===== src/design/lpb_pkg.sv =====
// shared types, codes and constants of the led priority blink pattern unit
// no dependencies; every other design file but lpb_stream_if imports this package
`default_nettype none

package lpb_pkg;

	localparam int SLOT_COUNT_DEF = 3;
	localparam int LEVEL_BITS_DEF = 12;

	localparam int COLOR_W   = 24;
	localparam int MS_W      = 16;
	localparam int OUT_LVL_W = 12;
	localparam int CFG_IDX_W = 2;

	localparam int RED_MAX_RST       = 255;
	localparam int GREEN_MAX_RST     = 255;
	localparam int BLUE_MAX_RST      = 255;
	localparam int BACKLIGHT_MAX_RST = 4095;

	localparam int LUMA_R    = 77;
	localparam int LUMA_G    = 150;
	localparam int LUMA_B    = 29;
	localparam int SCALE_DIV = 255;
	localparam int PAT_STEPS = 15;

	localparam logic [1:0] SRC_NOTIFY    = 2'd0;
	localparam logic [1:0] SRC_BATTERY   = 2'd1;
	localparam logic [1:0] SRC_BLUETOOTH = 2'd2;
	localparam logic [1:0] SRC_BACKLIGHT = 2'd3;

	localparam logic [1:0] FLASH_NONE = 2'd0;

	typedef enum logic [CFG_IDX_W-1:0] {
		CFG_RED_MAX,
		CFG_GREEN_MAX,
		CFG_BLUE_MAX,
		CFG_BACKLIGHT_MAX
	} cfg_reg_t;

	typedef enum logic [1:0] {
		ST_IDLE,
		ST_SELECT,
		ST_WAIT
	} state_t;

	typedef struct packed {
		logic [1:0]         source;
		logic [COLOR_W-1:0] color;
		logic [1:0]         flash_mode;
		logic [MS_W-1:0]    on_ms;
		logic [MS_W-1:0]    off_ms;
	} req_t;

	typedef struct packed {
		logic [COLOR_W-1:0] color;
		logic [1:0]         flash_mode;
		logic [MS_W-1:0]    on_ms;
		logic [MS_W-1:0]    off_ms;
	} slot_t;

	typedef struct packed {
		logic                 target;
		logic                 sync_blink;
		logic                 pattern_write;
		logic [3:0]           pattern_index;
		logic                 step_write;
		logic [MS_W-1:0]      step_ms;
		logic [OUT_LVL_W-1:0] red_level;
		logic [OUT_LVL_W-1:0] green_level;
		logic [OUT_LVL_W-1:0] blue_level;
		logic [OUT_LVL_W-1:0] backlight_level;
		logic                 flash_on;
	} res_t;

endpackage

`default_nettype wire


===== src/design/lpb_blink.sv =====
// bit-serial blink timing: pattern index on*15/(on+off) in four restoring
// steps, then step duration on/(index+1) in sixteen; uses lpb_pkg
`default_nettype none

module lpb_blink (
	input  wire logic                     clk,
	input  wire logic                     arst_n,
	input  wire logic                     start,
	input  wire logic [lpb_pkg::MS_W-1:0] on_ms,
	input  wire logic [lpb_pkg::MS_W-1:0] off_ms,
	output logic                          busy,
	output logic [3:0]                    pattern_index,
	output logic [lpb_pkg::MS_W-1:0]      step_ms
);
	import lpb_pkg::*;

	localparam int PAT_BITS = 4;
	localparam int LAST     = PAT_BITS + MS_W;
	localparam int CNT_W    = $clog2(LAST + 1);
	localparam int TOT_W    = MS_W + 1;
	localparam int PROD_W   = MS_W + PAT_BITS;

	logic                busy_q;
	logic [CNT_W-1:0]    cnt_q;
	logic [TOT_W-1:0]    tot_q;
	logic [TOT_W-1:0]    rem_p_q;
	logic [PAT_BITS-1:0] dlow_q;
	logic [PAT_BITS-1:0] pidx_q;
	logic [MS_W-1:0]     on_q;
	logic [PAT_BITS:0]   dv_q;
	logic [PAT_BITS:0]   rem_d_q;
	logic [MS_W-1:0]     num_q;
	logic [MS_W-1:0]     dur_q;

	logic [PROD_W-1:0]  on_x15;
	logic [TOT_W:0]     trial_p;
	logic               qb_p;
	logic [PAT_BITS+1:0] trial_d;
	logic               qb_d;

	always_comb begin
		on_x15  = PROD_W'(on_ms) * PROD_W'(PAT_STEPS);
		trial_p = {rem_p_q, dlow_q[PAT_BITS-1]};
		qb_p    = trial_p >= {1'b0, tot_q};
		trial_d = {rem_d_q, num_q[MS_W-1]};
		qb_d    = trial_d >= {1'b0, dv_q};
	end

	always_ff @(posedge clk or negedge arst_n) begin
		if (!arst_n) begin
			busy_q <= 1'b0;
			cnt_q  <= '0;
		end else if (start) begin
			busy_q <= 1'b1;
			cnt_q  <= '0;
		end else if (busy_q) begin
			cnt_q <= cnt_q + 1'b1;
			if (cnt_q == CNT_W'(LAST)) begin
				busy_q <= 1'b0;
			end
		end
	end

	always_ff @(posedge clk) begin
		if (start) begin
			tot_q   <= TOT_W'(on_ms) + TOT_W'(off_ms);
			rem_p_q <= TOT_W'(on_x15[PROD_W-1:PAT_BITS]);
			dlow_q  <= on_x15[PAT_BITS-1:0];
			on_q    <= on_ms;
		end else if (busy_q) begin
			if (cnt_q < CNT_W'(PAT_BITS)) begin
				rem_p_q <= qb_p ? TOT_W'(trial_p - {1'b0, tot_q}) : trial_p[TOT_W-1:0];
				dlow_q  <= {dlow_q[PAT_BITS-2:0], 1'b0};
				pidx_q  <= {pidx_q[PAT_BITS-2:0], qb_p};
			end else if (cnt_q == CNT_W'(PAT_BITS)) begin
				dv_q    <= {1'b0, pidx_q} + 1'b1;
				rem_d_q <= '0;
				num_q   <= on_q;
			end else begin
				rem_d_q <= qb_d ? (PAT_BITS+1)'(trial_d - {1'b0, dv_q}) : trial_d[PAT_BITS:0];
				num_q   <= {num_q[MS_W-2:0], 1'b0};
				dur_q   <= {dur_q[MS_W-2:0], qb_d};
			end
		end
	end

	assign busy          = busy_q;
	assign pattern_index = pidx_q;
	assign step_ms       = dur_q;

endmodule

`default_nettype wire


===== config.mk =====
export PLATFORM = sky130hd
export DESIGN_NAME = lpb_blink
export DESIGN_NICKNAME = d
export VERILOG_FILES = /design/src/design/lpb_pkg.sv /design/src/design/lpb_blink.sv
export SDC_FILE = /design/constraint.sdc
export NUM_CORES = 1
export LEC_CHECK = 0
export BUFFER_PORTS_ARGS = -buffer_cell sky130_fd_sc_hd__buf_2
export CELL_PAD_IN_SITES_DETAIL_PLACEMENT = 0
export CELL_PAD_IN_SITES_GLOBAL_PLACEMENT = 1
export CORE_AREA = 2 2 100 174
export CTS_CLUSTER_SIZE = 10
export DETAILED_ROUTE_END_ITERATION = 8
export DIE_AREA = 0 0 102 176
export PLACE_DENSITY_LB_ADDON = 0.3
export SKIP_CTS_REPAIR_TIMING = 1
export SKIP_LAST_GASP = 1
export SYNTH_ARGS = -nofsm -noshare
export SYNTH_HDL_FRONTEND = slang
export SYNTH_SLANG_ARGS = --single-unit

===== constraint.sdc =====
create_clock -name clk -period 2.3 [get_ports clk]
set_input_delay 0.23 -clock clk [delete_from_list [all_inputs] [get_ports clk]]
set_output_delay 0.23 -clock clk [all_outputs]
set_load 0.05 [all_outputs]

Yosys cells after proc, flatten, opt, wreduce, memory -nomap -nowiden

Cells that the tools add are included.

Word-level logic and storage cells: 49
Output and inout port bits: 21
Input bits: 35
Bits in registers: 106

Magnitude comparators: 3
$mul: 1
Bitwise logic cells: 3
$add $sub $neg: 5
Reduce and logical (&&, ||, !) cells: 8
Equal/unequal tests: 2
Mux-type cells: 14

Operator list:

| kind                                                | count |
|---|---|
| 2-to-1 mux 16 bit                                   | 4 |
| multiplier 16 x 4 -> 20 bit (second input constant) | 1 |
| greater-or-equal comparator 18 x 17 -> 1 bit        | 1 |
| adder 16 x 16 -> 17 bit                             | 1 |
| 2-to-1 mux 17 bit                                   | 1 |
| subtractor 17 bit                                   | 1 |
| 2-to-1 mux 5 bit                                    | 3 |
| 2-to-1 mux 4 bit                                    | 3 |
| AND reduction 4 bit                                 | 2 |
| greater-or-equal comparator 6 x 5 -> 1 bit          | 1 |
| AND reduction 3 bit                                 | 2 |
| adder 4 x 1 -> 5 bit (second input constant)        | 1 |
| adder 5 x 1 -> 5 bit (second input constant)        | 1 |
| == test 5 x 3 -> 1 bit (second input constant)      | 1 |
| == test 5 bit (second input constant)               | 1 |
| < comparator 5 x 3 -> 1 bit (second input constant) | 1 |
| subtractor 5 bit                                    | 1 |
| AND reduction 2 bit                                 | 2 |
| nonzero test 2 bit                                  | 2 |
| 2-to-1 mux 1 bit                                    | 3 |
| inverter 1 bit                                      | 3 |

Depth between registers and ports, before layout

Depth in word-level cells: 5
Depth in mapped cells: 13
Mapped depth without buffers: 13

Least setup slack after synthesis

No wires, ideal clock.

Path type: input to register
Start: input on_ms[4] (netlist bit)
End: register rem_p_q[15] (data pin)
Data required time: 2.024 ns
Arrival: 3.399 ns
Library setup time: 0.276 ns
Path buffers: 0
Stages on the path: 13
Setup slack: -1.375 ns
Cell sequence: inv_1 -> fa_1 -> fa_1 -> inv_1 -> ha_1 -> a2111oi_4 -> o31ai_2 -> a2111oi_4 -> o31ai_2 -> a2111oi_2 -> a21oi_1 -> xnor2_1 -> a22oi_1

Word-level cells in the longest chain between the ends: 2

Ends and longest elaborated chain:

| element                     | RTL line        | source |
|---|---|---|
| start: declaration          | lpb_blink.sv:9  | `input wire logic [lpb_pkg::MS_W-1:0] on_ms,` |
| multiplier 16 x 4 -> 20 bit | lpb_blink.sv:42 | `on_x15 = PROD_W'(on_ms) * PROD_W'(PAT_STEPS);` |
| 2-to-1 mux 16 bit           | lpb_blink.sv:65 | `if (start) begin` |
| end signal: assignment      | lpb_blink.sv:67 | `rem_p_q <= TOT_W'(on_x15[PROD_W-1:PAT_BITS]);` |
| end signal: assignment      | lpb_blink.sv:72 | `rem_p_q <= qb_p ? TOT_W'(trial_p - {1'b0, tot_q}) : trial_p[TOT_W-1:0];` |
| end: declaration            | lpb_blink.sv:26 | `logic [TOT_W-1:0] rem_p_q;` |

Every way passes these cells.
A chain may end at the register's enable or synchronous reset.

Final worst setup path

Same ends and word-level chain as after synthesis.

==> results by group <==
Run status
  – Status: finished, violations left
  – Failing checks: negative setup slack

Yosys
  – Sequential area share after synthesis: 43.24%
  – Net Count, Synth: 769
  – Top FF cell, synth: edfxtp_1
  – Synth Cell Area: 0.007269 mm^2
  – Post-Syn Area per Cell: 11.39 um^2
  – Synthesized flop and latch total: 106
  – Ys async rst share: 5.660%
  – Post-synth EDFFs: 99
  – Post-synth cell types: 58
  – Yosys warning total: 0
  – Post-Synthesis Cells: 638

STA
  – Final setup fails: 17
  – Final period utilization: 153.1%
  – Worst Clk Skew: 0.01022 ns
  – Slew margin rel.: 59.12%
  – RSZ-0062 raised after global routing: yes
  – Endpoints failing hold: 0
  – F_max: 284.0 MHz
  – Slew Viols, Final: 0
  – Worst slew pin tran: 0.6077 ns
  – Min Tclk post-route: 3.522 ns
  – Setup ws final: -1.222 ns

Cells and area
  – Most frequent cells in the layout: buf_4 (139), edfxtp_1 (99), inv_1 (73)
  – Final Non-Filler Cells: 1067
  – Util after Layout: 58.91%
  – Antenna Cells: 0
  – Share of layout cells above drive strength 1: 36.65%
  – Most common cell after layout, fill and taps aside: buf_4
  – Nets: 969
  – Syn-to-layout area delta: 33.27%

Die
  – Initial Util: 44.20%
  – Die Height: 176 um
  – Die ar.: 0.01795 mm^2
  – Num rows: 62
  – Core area: 0.01645 mm^2
  – Die span in x: 102 um
  – IO Pins: 56

Drt
  – DR DRC count: 0
  – Initial DRC Count: 161
  – Routed len/inst: 16.48 um
  – DR vias: 5517
  – Final ANT Viol Nets: 0
  – First drt pass iteration count: 4
  – Final WL: 17580 um
  – Vias/cell: 5.171

Pwr
  – Leak pwr: 4.215 nW
  – Maximum VDD drop: 0.5869 mV
  – Power Total: 0.01012 W
  – Seq pwr share: 27.1%
  – Combinational fraction of design power: 56.3%
  – Switching share of power: 36.96%
  – Switching pwr: 0.003739 W
  – PD cells: 1044 mW/mm^2
  – Clk network pwr share: 16.6%
  – Int Power: 0.006377 W

Clocking
  – Clock root buffer: clkbuf_16
  – Cts bufs inserted: 9
  – Clk slew on worst S/H paths: 0.07 ns
  – Worst-Skew Late Latency: 0.35 ns
  – CTS tree: built
  – Clock tree buffer depth: 2
  – CTS Sinks: 106
  – H-tree levels: 3

Global route
  – GRT Total Usage: 20.07%
  – Antenna violations before repair: 0
  – Congestion Overflow GR: 0
  – Number of global-route vias before repair: 5897
  – Pin count of the biggest net entering global routing: 72
  – First-pass GRT wire length: 27660 um

Flow run
  – MaxCap Viol Count: 0

Worst setup path
  – Worst endpoint required time: 2.38 ns
  – Crit path DAT: 3.60 ns
  – CP Max Fanout: 4
  – Setup crit end kind: flop
  – Crit start category: input pin
  – Kind of critical path: input pin to flop

Placed design
  – DP Cell Count: 1040
  – PortBufs: 55
  – Gpl congestion: 0.7998
  – Pre-CTS WS: -1.608 ns
  – Detailed placer's ending HPWL: 13780 um

Min path
  – Worst hold-check path type: input pin to flop
[cells by family after synthesis]
| kind of cell | count (synthesis) | synth area share (%) |
|---|---|---|
| adders and majority gates | 96 | 19.83 |
| DFF | 106 | 43.24 |
| and+or+nand+nor | 124 | 8.657 |
| muxes | 37 | 5.439 |
| AOI/OAI and AO/OA | 140 | 12.84 |
| xor gates and xnor gates | 42 | 5.060 |
| buffers and inverters | 93 | 4.940 |
[worst max-delay path: stages]
cell and delay, ns:
buf_8 0.08, clkinvlp_4 0.13, fa_1 0.53, fa_1 0.56
inv_2 0.05, ha_4 0.17, a2111oi_4 0.42, o31ai_4 0.16
a2111oi_4 0.37, o31ai_2 0.16, a2111oi_2 0.37, a21oi_1 0.10
xnor2_1 0.17, a22oi_1 0.11
[area by class of cell]
class,count,area (um^2)
Clock buffer,9,225.2
Clock inverter,7,100.1
Fill cell,1418,6758
Inverter,84,337.8
Multi-Input combinational cell,439,4204
Sequential cell,106,3143
Tap cell,224,280.3
Timing Repair Buffer,197,1386
Timing Repair inverter,1,11.26
[per-layer routing]
layer	up-vias	wire length, um	global-route usage [%]
li1	2699	-	-
met1	2686	5867	18.72
met2	92	10600	41.56
met3	40	376	2.454
met4	0	733	7.889
met5	-	0	0
[synthesized netlist by cell type (5+ instances only)]
library cell | count | area share, %
edfxtp_1 | 99 | 41
inv_1 | 83 | 4.3
ha_1 | 64 | 11
a21oi_1 | 43 | 3.0
fa_1 | 32 | 8.8
o21ai_0 | 31 | 2.1
nor2_1 | 30 | 1.5
nand2_1 | 26 | 1.3
xnor2_1 | 25 | 3.0
mux2_2 | 20 | 3.1
mux2i_1 | 17 | 2.3
xor2_1 | 17 | 2.0
a21o_1 | 14 | 1.4
nor3_1 | 13 | 0.89
nand3_1 | 10 | 0.69
clkbuf_1 | 8 | 0.41
a31oi_1 | 7 | 0.60
nor2b_1 | 7 | 0.60
dfrtp_1 | 6 | 2.1
o21a_1 | 6 | 0.62
nand4_1 | 5 | 0.43
o21bai_1 | 5 | 0.52
[through the flow]
step / hold WS [ns] / instance area, um^2 / setup TNS, ns
2_1_floorplan: -0.06559 / 7411 / -9.917
3_3_place_gp: 0.05738 / 8934 / -17.14
3_5_place_dp: 0.06563 / 8934 / -18.31
4_1_cts: -0.3067 / 9259 / -12.08
5_1_grt: 0.1064 / 9688 / -12.50
6_report: 0.1134 / 9688 / -10.28
[power by group through the flow]
| stage | registers [W] | clock network (W) | logic [W] |
|---|---|---|---|
| floorplan | 0.00277 | 0 | 0.00315 |
| global placement | 0.00274 | 0 | 0.00490 |
| detailed placement | 0.00276 | 0 | 0.00503 |
| CTS | 0.00272 | 0.00173 | 0.00506 |
| global route | 0.00277 | 0.00179 | 0.00625 |
| finish | 0.00274 | 0.00168 | 0.00570 |
[sequential cells by signal, indices dropped and copies added, names as in the netlist]
register       count
num_q             16
rem_d_q            5
step_ms           16
tot_q             17
dlow_q             4
cnt_q              5
rem_p_q           17
dv_q               5
pattern_index      4
on_q              16
busy               1
[final timing paths]
| check | start | end | slack, ns | depth (start not counted) |
|---|---|---|---|---|
| max in group asynchronous | arst_n | cnt_q[0]$_DFFE_PN0P_ | 1.88 | 2 |
| hold reg to reg | step_ms[1]$_DFFE_PP_ | step_ms[2]$_DFFE_PP_ | 0.45 | 0 |
| min in group asynchronous | arst_n | busy$_DFF_PN0_ | 0.26 | 2 |
| hold / removal | on_ms[10] | on_q[10]$_DFFE_PP_ | 0.11 | 1 |
| setup reg to reg | rem_p_q[0]$_DFFE_PP_ | rem_p_q[9]$_DFFE_PP_ | -0.41 | 9 |
| setup / recovery | on_ms[4] | rem_p_q[15]$_DFFE_PP_ | -1.22 | 14 |
No activity file was read; power rests on OpenSTA's default activity.
