<file path="src/design/lpb_pkg.sv">
// shared types, codes and constants of the led priority blink pattern unit
// no dependencies; every other design file but lpb_stream_if imports this package
`default_nettype none

package lpb_pkg;

	localparam int SLOT_COUNT_DEF = 3;
	localparam int LEVEL_BITS_DEF = 12;

	localparam int COLOR_W   = 24;
	localparam int MS_W      = 16;
	localparam int OUT_LVL_W = 12;
	localparam int CFG_IDX_W = 2;

	localparam int RED_MAX_RST       = 255;
	localparam int GREEN_MAX_RST     = 255;
	localparam int BLUE_MAX_RST      = 255;
	localparam int BACKLIGHT_MAX_RST = 4095;

	localparam int LUMA_R    = 77;
	localparam int LUMA_G    = 150;
	localparam int LUMA_B    = 29;
	localparam int SCALE_DIV = 255;
	localparam int PAT_STEPS = 15;

	localparam logic [1:0] SRC_NOTIFY    = 2'd0;
	localparam logic [1:0] SRC_BATTERY   = 2'd1;
	localparam logic [1:0] SRC_BLUETOOTH = 2'd2;
	localparam logic [1:0] SRC_BACKLIGHT = 2'd3;

	localparam logic [1:0] FLASH_NONE = 2'd0;

	typedef enum logic [CFG_IDX_W-1:0] {
		CFG_RED_MAX,
		CFG_GREEN_MAX,
		CFG_BLUE_MAX,
		CFG_BACKLIGHT_MAX
	} cfg_reg_t;

	typedef enum logic [1:0] {
		ST_IDLE,
		ST_SELECT,
		ST_WAIT
	} state_t;

	typedef struct packed {
		logic [1:0]         source;
		logic [COLOR_W-1:0] color;
		logic [1:0]         flash_mode;
		logic [MS_W-1:0]    on_ms;
		logic [MS_W-1:0]    off_ms;
	} req_t;

	typedef struct packed {
		logic [COLOR_W-1:0] color;
		logic [1:0]         flash_mode;
		logic [MS_W-1:0]    on_ms;
		logic [MS_W-1:0]    off_ms;
	} slot_t;

	typedef struct packed {
		logic                 target;
		logic                 sync_blink;
		logic                 pattern_write;
		logic [3:0]           pattern_index;
		logic                 step_write;
		logic [MS_W-1:0]      step_ms;
		logic [OUT_LVL_W-1:0] red_level;
		logic [OUT_LVL_W-1:0] green_level;
		logic [OUT_LVL_W-1:0] blue_level;
		logic [OUT_LVL_W-1:0] backlight_level;
		logic                 flash_on;
	} res_t;

endpackage

`default_nettype wire

</file>
<file path="src/design/lpb_scale.sv">
// bit-serial level scaler: shift-add multiply max by a byte, then restoring
// divide by 255 one quotient bit per cycle; uses lpb_pkg
`default_nettype none

module lpb_scale #(
	parameter int LEVEL_BITS = lpb_pkg::LEVEL_BITS_DEF
) (
	input  wire logic                  clk,
	input  wire logic                  arst_n,
	input  wire logic                  start,
	input  wire logic [LEVEL_BITS-1:0] max_level,
	input  wire logic [7:0]            octet,
	output logic                       busy,
	output logic [LEVEL_BITS-1:0]      level
);
	import lpb_pkg::*;

	localparam int MUL_STEPS = 8;
	localparam int PROD_W    = LEVEL_BITS + MUL_STEPS;
	localparam int LAST      = MUL_STEPS + LEVEL_BITS;
	localparam int CNT_W     = $clog2(LAST + 1);

	logic                  busy_q;
	logic [CNT_W-1:0]      cnt_q;
	logic [LEVEL_BITS-1:0] mcand_q;
	logic [7:0]            mplier_q;
	logic [PROD_W-1:0]     acc_q;
	logic [7:0]            rem_q;
	logic [LEVEL_BITS-1:0] quo_q;

	logic [8:0] trial;
	logic       qbit;
	logic [7:0] rem_next;

	always_comb begin
		trial    = {rem_q, acc_q[PROD_W-1]};
		qbit     = trial >= 9'(SCALE_DIV);
		rem_next = qbit ? 8'(trial - 9'(SCALE_DIV)) : trial[7:0];
	end

	always_ff @(posedge clk or negedge arst_n) begin
		if (!arst_n) begin
			busy_q <= 1'b0;
			cnt_q  <= '0;
		end else if (start) begin
			busy_q <= 1'b1;
			cnt_q  <= '0;
		end else if (busy_q) begin
			cnt_q <= cnt_q + 1'b1;
			if (cnt_q == CNT_W'(LAST)) begin
				busy_q <= 1'b0;
			end
		end
	end

	always_ff @(posedge clk) begin
		if (start) begin
			mcand_q  <= max_level;
			mplier_q <= octet;
			acc_q    <= '0;
		end else if (busy_q) begin
			if (cnt_q < CNT_W'(MUL_STEPS)) begin
				acc_q    <= {acc_q[PROD_W-2:0], 1'b0}
					+ (mplier_q[7] ? PROD_W'(mcand_q) : '0);
				mplier_q <= {mplier_q[6:0], 1'b0};
			end else if (cnt_q == CNT_W'(MUL_STEPS)) begin
				rem_q <= acc_q[PROD_W-1 -: 8];
				acc_q <= acc_q << MUL_STEPS;
			end else begin
				rem_q <= rem_next;
				quo_q <= {quo_q[LEVEL_BITS-2:0], qbit};
				acc_q <= {acc_q[PROD_W-2:0], 1'b0};
			end
		end
	end

	assign busy  = busy_q;
	assign level = quo_q;

endmodule

`default_nettype wire

</file>
<file path="config.mk">
export PLATFORM = sky130hd
export DESIGN_NAME = lpb_scale
export DESIGN_NICKNAME = d
export VERILOG_FILES = /design/src/design/lpb_pkg.sv /design/src/design/lpb_scale.sv
export SDC_FILE = /design/constraint.sdc
export NUM_CORES = 1
export LEC_CHECK = 0
export BUFFER_PORTS_ARGS = -buffer_cell sky130_fd_sc_hd__buf_2
export CAP_MARGIN = 20
export CORE_MARGIN = 2
export CORE_UTILIZATION = 53
export DETAILED_ROUTE_END_ITERATION = 7
export HOLD_SLACK_MARGIN = 0.06
export PLACE_DENSITY = 0.76
export REMOVE_ABC_BUFFERS = 1
export SLEW_MARGIN = 5
export SYNTH_ARGS = -nofsm -noshare
export SYNTH_HDL_FRONTEND = slang
export SYNTH_SLANG_ARGS = --single-unit
export TNS_END_PERCENT = 100
</file>
<file path="constraint.sdc">
create_clock -name clk -period 2.8 [get_ports clk]
set_input_delay 0.28 -clock clk [delete_from_list [all_inputs] [get_ports clk]]
set_output_delay 0.28 -clock clk [all_outputs]
set_load 0.02 [all_outputs]
</file>
# ---- Word-level counts from Yosys, hierarchy flattened
# Cells that the tools add are included.
dict set report totals {
  regBits 66
  input_bits 23
  word_cells 35
}
dict set report classes {
  add_sub_neg 3
  order_cmp 2
  eq_ne 2
  n_mux 13
  bitwise 3
  n_reduce_logical 5
}
# op n
set op_table {}
lappend op_table {{$mux W20} 2}
lappend op_table {{$mux W8} 5}
lappend op_table {{$add A20 B12 Y20} 1}
lappend op_table {{$mux W12} 1}
lappend op_table {{$mux W5} 2}
lappend op_table {{$ge A9 B8 Y1 const B} 1}
lappend op_table {{$sub A8 B8 Y8 const B} 1}
lappend op_table {{$add A5 B1 Y5 const B} 1}
lappend op_table {{$eq A5 B4 Y1 const B} 1}
lappend op_table {{$eq A5 B5 Y1 const B} 1}
lappend op_table {{$lt A5 B4 Y1 const B} 1}
lappend op_table {{$reduce_and A4 Y1} 1}
lappend op_table {{$reduce_bool A2 Y1} 2}
lappend op_table {{$mux W1} 3}
lappend op_table {{$not A1 Y1} 3}
lappend op_table {{$reduce_and A3 Y1} 1}
lappend op_table {{$reduce_and A2 Y1} 1}

# ---- Logic depth before layout (Yosys ltp)
# Gate-level depths: netlist of the first run.
dict set report depth {
  ltp_word 4
  depth_mapped 11
  ltp_nobuf 10
}

# ---- Worst setup path before layout of the first run
# No wires, ideal clock.
dict set report synth_path {
  path_kind {reg2reg}
  start {register cnt_q[0]}
  end {register quo_q[0] (netlist: level[0]) (enable)}
  setup_time_ps 396
  arrival_time_ps 2285
  t_required_ps 2404
  path_slack_ps 119
  path_stages_with_launch 8
  path_buffers 3
  cell_sequence {dfrtp_1 -> inv_1 -> ha_1 -> and4bb_2 -> buf_2 -> buf_2 -> clkbuf_1 -> nor3_1}
}
dict set report synth_via {
  elab_chain_len 3
}
# item line
set synth_lines {}
lappend synth_lines {{start: declaration} lpb_scale.sv:24} ;# logic [CNT_W-1:0] cnt_q;
lappend synth_lines {{start signal: assignment} lpb_scale.sv:49} ;# cnt_q <= cnt_q + 1'b1;
lappend synth_lines {{$lt A5 B4 Y1 or $eq A5 B4 Y1 (tied branches)} {lpb_scale.sv:62, lpb_scale.sv:66}}
lappend synth_lines {{$not A1 Y1 (no line)} n/a}
lappend synth_lines {{$reduce_and A4 Y1 (no line) *} n/a}
lappend synth_lines {{end signal: assignment} lpb_scale.sv:71} ;# quo_q <= {quo_q[LEVEL_BITS-2:0], qbit};
lappend synth_lines {{end: declaration} lpb_scale.sv:29} ;# logic [LEVEL_BITS-1:0] quo_q;
# Every way passes the cells marked *; elsewhere a longest branch is shown, timed or not.
# A chain may end at the register's enable or synchronous reset.

# ---- Final worst setup path of the first run
dict set report layout_path {
  start {register mplier_q[7]}
  end {register acc_q[19]}
}
dict set report layout_via {
  elab_chain_len 3
}
# item line
set layout_lines {}
lappend layout_lines {{start: declaration} lpb_scale.sv:26} ;# logic [7:0] mplier_q;
lappend layout_lines {{start signal: assignment} lpb_scale.sv:59} ;# mplier_q <= octet;
lappend layout_lines {{start signal: assignment} lpb_scale.sv:65} ;# mplier_q <= {mplier_q[6:0], 1'b0};
lappend layout_lines {{$mux W12} lpb_scale.sv:64} ;# + (mplier_q[7] ? PROD_W'(mcand_q) : '0);
lappend layout_lines {{$add A20 B12 Y20} lpb_scale.sv:64}
lappend layout_lines {{$mux W20} lpb_scale.sv:62} ;# if (cnt_q < CNT_W'(MUL_STEPS)) begin
lappend layout_lines {{end signal: assignment} lpb_scale.sv:63} ;# acc_q <= {acc_q[PROD_W-2:0], 1'b0}
lappend layout_lines {{end signal: assignment} lpb_scale.sv:68} ;# acc_q <= acc_q << MUL_STEPS;
lappend layout_lines {{end signal: assignment} lpb_scale.sv:72} ;# acc_q <= {acc_q[PROD_W-2:0], 1'b0};
lappend layout_lines {{end: declaration} lpb_scale.sv:27} ;# logic [PROD_W-1:0] acc_q;
# Every way passes these cells.

==> results of run 1 <==
kinds of logic (layout without fill, tap and decap cells):
family	after synthesis	count (layout)	share of synthesized area, %
AND/OR/NAND/NOR	130	130	17.7
buffers and inverters	27	68	2.97
XOR/XNOR	14	14	3.38
flip-flops	66	66	48.3
AO/OA/AOI/OAI	93	93	18.5
adder cells (fa/ha/maj)	15	15	5.38
multiplexers	13	13	3.83
what timing repair did:
| action | CTS | global route |
|---|---|---|
| hold buffers | 1 | 0 |
| setup endpoints to repair | 0 | 2 |
| hold endpoints to repair | 6 | 0 |
| resized for setup | 0 | 1 |
routing by layer:
metal  wire (µm)  vias to the layer above  GRT usage (%)
li1            -                     1404              -
met1        3500                     1327           28.6
met2        3570                      109           33.6
met3         427                       20           5.52
met4         189                        0           9.52
met5           0                        -              0
cell type report:
cell class	instances	area (µm²)
Clock buffer	11	141
Clock inverter	5	103
Fill cell	552	2580
Inverter	9	33.8
Multi-Input combinational cell	265	1770
Sequential cell	66	1750
Tap cell	80	100
Timing Repair Buffer	43	238
stage by stage:
stage                     worst slack [ns]  total power [W]  utilization [%]  instances
after floorplan                      0.409          0.00145                -        340
after global placement               0.302          0.00155             57.8        462
after detailed placement             0.204          0.00156             57.8        462
after CTS                            0.177          0.00255             61.6        479
after global routing                0.0172          0.00265             61.6        479
final                                0.193          0.00255             61.6        479
registers in the layout, indices dropped and copies added (netlist names):
name	cells
cnt_q	5
mcand_q	12
acc_q	20
level	12
busy	1
mplier_q	8
rem_q	8
report_power, final:
group | leakage, nW | switching (W) | internal (W) | total (W)
Sequential | 0.624 | 0.0000640 | 0.00109 | 0.00116
Combinational | 0.884 | 0.000220 | 0.000180 | 0.000400
Clock | 0.121 | 0.000374 | 0.000615 | 0.000989
Total | 1.63 | 0.000657 | 0.00189 | 0.00255
synthesized netlist by cell type, types with 2 or more instances:
cell type	instances	area (µm²)
o22ai_1	2	12.5
xnor2_1	7	61.3
o21a_1	3	22.5
dfxtp_1	20	400
nand4_1	8	50.1
o31a_2	2	20.0
dfrtp_1	6	150
and3_1	3	18.8
a211o_1	2	17.5
o21ai_1	3	15.0
nor3_1	7	35.0
a211oi_1	5	37.5
clkbuf_1	11	41.3
nor2_1	36	135
a311oi_1	5	43.8
buf_2	5	25.0
o21ai_0	18	90.1
buf_1	2	7.51
o211ai_1	2	15.0
a21o_1	4	30.0
or3_1	2	12.5
o2111ai_1	2	17.5
nand3_1	9	45.0
xor2_1	7	61.3
nand2_1	38	143
and2_1	12	75.1
a211oi_2	3	37.5
edfxtp_1	40	1200
or2_2	2	12.5
ha_1	14	175
a22o_1	3	26.3
mux2i_1	6	60.1
mux2_2	7	78.8
a221oi_1	2	17.5
nand2b_1	2	12.5
a21oi_1	24	120
inv_1	9	33.8
worst max path at each step:
stage                             end  slack, ns  depth (start not counted)
2_1_floorplan      level[0]$_DFFE_PP_       0.41                          2
3_5_place_dp   acc_q[19]$_SDFFE_PP0P_       0.20                         10
3_3_place_gp   acc_q[19]$_SDFFE_PP0P_       0.30                         10
5_1_grt        acc_q[19]$_SDFFE_PP0P_       0.02                         10
6_report       acc_q[19]$_SDFFE_PP0P_       0.19                         10
4_1_cts        acc_q[19]$_SDFFE_PP0P_       0.18                         10
worst max-delay path, cell delays in order (launching register included):
cell and delay [ns]:
edfxtp_1 0.52, and2_1 0.18, ha_1 0.18, inv_1 0.06, fa_1 0.40, nor2b_2 0.20
o31ai_2 0.10, a21oi_4 0.21, o21ai_0 0.12, o311a_1 0.34, a211oi_2 0.20
==> results.toml, run 1 <==
[synthesis]
synth_edf_count = 40
ys_seq_area_share_pct = 48.3
yosysUniqueCellTypes = 62
async_flop_share_pct = 9.09
syn-instance-count = 358
syn_area_per_cell_um2 = 10.1
synth_seq_cells = 66
synthFlopType = "edfxtp_1"
ys_warn_count = 0
synth_area_um2 = 3630

[setup_path]
rr_startpoint = "mplier_q[7]$_DFFE_PP_"
crit_path_max_fanout = 12
critPathLaunch = "mplier_q[7]$_DFFE_PP_"
worstPathRequired_ns = 3.07
worstSetupStartpointType = "flop"
critPathCaptureType = "flop"
r2r_slack_ns = 0.19
crit_arrival_ns = 2.88
reg2reg_depth = 10
crit_type = "reg -> reg"
r2r_end = "acc_q[19]$_SDFFE_PP0P_"

[route]
drtAntennaViolNets = 0
viasPerCell = 5.97
first_pass_iters = 4
vias = 2860
drtIter0Drc = 302
drt_wl_total_um = 7690
wl_per_cell_um = 16.0
drc = 0

[job]
max_cap_viol_count = 0

[sta]
hold_viol_final = 0
worst_clock_skew_ns = 0.0123
period_share_pct = 93.1
maxSlewViolCount = 0
rsz0062_at_grt = "no"
min_period_ns = 2.61
maxSlewHeadroom_pct = 57.1
fmax_ghz = 0.384
fin_hold_ws_ns = 0.0994
setup_viol = 0
tightest_slew_ns = 0.641
fin_setup_tns_ns = 0

[clock_network]
cts_tree = "done"
cts_buffer_depth = 2
cts.clk_slew.worst_paths_ns = 0.07
clkSinkCount = 66
clock-root-buffer = "clkbuf_8"
h-tree-depth = 3
post_cts_buffers = 0
clk_latency_ns = 0.35
cts_buffers = 9

[cells_and_area]
area_growth_syn_to_layout_pct = 14.1
drive_gt1_share_pct = 19.5
layout_commonest_cell = "edfxtp_1"
nets = 432
final_area_um2 = 4140
diodes = 0
final_cell_mix = "edfxtp_1 (40), nand2_1 (38), nor2_1 (36)"

[die]
fp.dieH_um = 86.7
dieArea_um2 = 7520
ios = 36
row_count = 30
start_util_pct = 54.0
die_x_um = 86.7
core_area_um2 = 6720

[grt]
grt_pass1_wl_um = 12500
grt_use_total_pct = 21.6
grt_overflow = 0
grt_max_degree = 30
antenna_found_initial = 0
grt_pass1_vias = 2679

[place]
gp_congestion = 0.915
port_buffers = 35
dpl_cell_area_um2 = 3880
dp_hpwl_um = 5260

[power]
p_leak_nw = 1.63
powerDensity_nw_per_um2 = 615
ir_drop_mv = 0.571

[min_path]
min_from = "max_level[10]"
hold_end = "mcand_q[10]$_DFFE_PP_"
hp-class = "in -> reg"
hold_depth = 1

[outcome]
status = "completed"
Note: power is estimated with default switching activity, not from simulation.
==> run 2: changes to the inputs <==
--- a/config.mk
+++ b/config.mk
@@ -8,10 +8,10 @@
 export BUFFER_PORTS_ARGS = -buffer_cell sky130_fd_sc_hd__buf_2
 export CAP_MARGIN = 20
 export CORE_MARGIN = 2
-export CORE_UTILIZATION = 53
+export CORE_UTILIZATION = 50
 export DETAILED_ROUTE_END_ITERATION = 7
 export HOLD_SLACK_MARGIN = 0.06
-export PLACE_DENSITY = 0.76
+export PLACE_DENSITY = 0.72
 export REMOVE_ABC_BUFFERS = 1
 export SLEW_MARGIN = 5
 export SYNTH_ARGS = -nofsm -noshare
==> constraint.sdc (replaced) <==
create_clock -name clk -period 2.8 [get_ports clk]
set_input_delay 0 -clock clk [delete_from_list [all_inputs] [get_ports clk]]
set_output_delay 0 -clock clk [all_outputs]
set_load 0.01 [all_outputs]
==> run 2 against run 1 <==
  * Sequential share of layout area shrank 2.3 points
  * Largest power group unchanged
  * Cell count grew 9.2%
  * Design area grew 5.8%
  * Worst setup slack gained 0.021 ns
  * Critical path depth shrank 1
  * Clock power shrank 8.9%
  * Non-clock buffer count grew 25
  * Wire length is essentially flat
  * Largest cell class unchanged
==> results.toml, run 2 (synthesis gave the netlist of run 1 again) <==
[min_path]
hp-class = "in -> reg"
hold_depth = 2

[die]
row_count = 31
fp.dieH_um = 89.2
dieArea_um2 = 7950
die_x_um = 89.2
core_area_um2 = 7140
start_util_pct = 50.8
ios = 36

[clock_network]
clock-root-buffer = "clkbuf_8"
clk_latency_ns = 0.35
h-tree-depth = 3
cts_tree = "done"
cts_buffer_depth = 2
cts-resized-gates = 0
cts_buffers = 9
clkSinkCount = 66
cts.clk_slew.worst_paths_ns = 0.08

[place]
dp_hpwl_um = 5240
gp_congestion = 0.926
place_ws_ns = 0.207
port_buffers = 35
dpl_cell_area_um2 = 3910
dp_cells = 481

[grt]
grt_pass1_wl_um = 12900
antenna_found_initial = 0
grt_overflow = 0
grt_use_total_pct = 21.0
grt_pass1_vias = 2772
grt_max_degree = 29

[power]
ir_drop_mv = 0.387
p_leak_nw = 1.73
powerDensity_nw_per_um2 = 566

[job]
max_cap_viol_count = 0

[sta]
hold_viol_final = 0
maxSlewHeadroom_pct = 57.5
worst_clock_skew_ns = 0.00845
setup_viol = 0
min_period_ns = 2.59
fin_ws_ns = 0.214
rsz0062_at_grt = "no"
period_share_pct = 92.3
fmax_ghz = 0.387
tightest_slew_ns = 0.635
fin_setup_tns_ns = 0
maxSlewViolCount = 0

[setup_path]
crit_arrival_ns = 2.88
critPathLaunch = "mplier_q[7]$_DFFE_PP_"
crit_path_max_fanout = 8
worstSetupStartpointType = "flop"
r2r_slack_ns = 0.21
critPathCaptureType = "flop"
reg2reg_depth = 9
r2r_end = "acc_q[18]$_SDFFE_PP0P_"
crit_end = "acc_q[18]$_SDFFE_PP0P_"
rr_startpoint = "mplier_q[7]$_DFFE_PP_"
worstPathRequired_ns = 3.09
crit_type = "reg -> reg"

[cells_and_area]
layout_commonest_cell = "edfxtp_1"
final_area_um2 = 4380
largest_reg_flops = 20
fillers = 617
final_cell_mix = "edfxtp_1 (40), nand2_1 (38), nor2_1 (36)"
fin_util_pct = 61.4
area_growth_syn_to_layout_pct = 20.7
diodes = 0
registers.top_by_ff_count = "acc_q"
nets = 457
fin_cells = 523
drive_gt1_share_pct = 19.3

[route]
drc = 0
drt_wl_total_um = 7680
viasPerCell = 5.67
vias = 2963
drtIter0Drc = 240
first_pass_iters = 4
drtAntennaViolNets = 0
wl_per_cell_um = 14.7

[outcome]
status = "completed"
-- run 2: area by class of cell --
type / instances / area [µm²] / share of cell area [%]
multi-input cells: 265 / 1770 / 40.4
inverters: 9 / 33.8 / 0.771
well taps: 99 / 124 / 2.83
clock buffers: 9 / 124 / 2.83
repair buffers: 68 / 478 / 10.9
clock inverters: 7 / 100 / 2.29
flip-flops and latches: 66 / 1750 / 40.0
-- run 2: worst min-delay path by stage --
stage | startpoint | endpoint | slack [ns]
global route | max_level[3] | mcand_q[3]$_DFFE_PP_ | 0.35
detailed placement | arst_n | cnt_q[0]$_DFFE_PN0P_ | -0.17
finish | max_level[1] | mcand_q[1]$_DFFE_PP_ | 0.36
CTS | max_level[2] | mcand_q[2]$_DFFE_PP_ | 0.34
global placement | arst_n | cnt_q[0]$_DFFE_PN0P_ | -0.17
floorplan | arst_n | busy$_DFF_PN0_ | -0.30
-- run 2: where the power goes --
| part | leakage [nW] | internal [W] | switching (W) |
|---|---|---|---|
| Combinational | 0.994 | 0.000202 | 0.000221 |
| Sequential | 0.624 | 0.00109 | 0.0000628 |
| Clock | 0.114 | 0.000509 | 0.000393 |
| Total | 1.73 | 0.00180 | 0.000676 |
-- run 2: through the flow --
step	power, W	hold WS (ns)
global route	0.00260	0.355
global placement	0.00155	-0.173
floorplan	0.00145	-0.296
detailed placement	0.00156	-0.170
finish	0.00248	0.355
CTS	0.00249	0.336
-- run 2: layer usage --
metal  track usage (%)  wire, µm  part of all wire (%)  vias up
li1                  -         -                     -     1457
met4              11.1       204                   2.7        0
met1              27.8      3460                    45     1392
met3              4.34       417                   5.4       21
met2              32.6      3600                    47       93
met5                 0         0                     0        -
-- run 2: critical path: stages (launching register included) --
cell and delay, ns:
edfxtp_1 0.47, clkbuf_2 0.18, buf_4 0.14, and2_1 0.14, ha_1 0.22, or3_4 0.45, a221oi_4 0.41, nor4_2 0.08
a311oi_1 0.26, a22o_1 0.18
-- run 2: repair_timing --
action | in CTS | in global routing
hold buffers | 23 | 0
hold endpoints to repair | 31 | 0
setup buffers | 0 | 3
setup endpoints to repair | 0 | 1
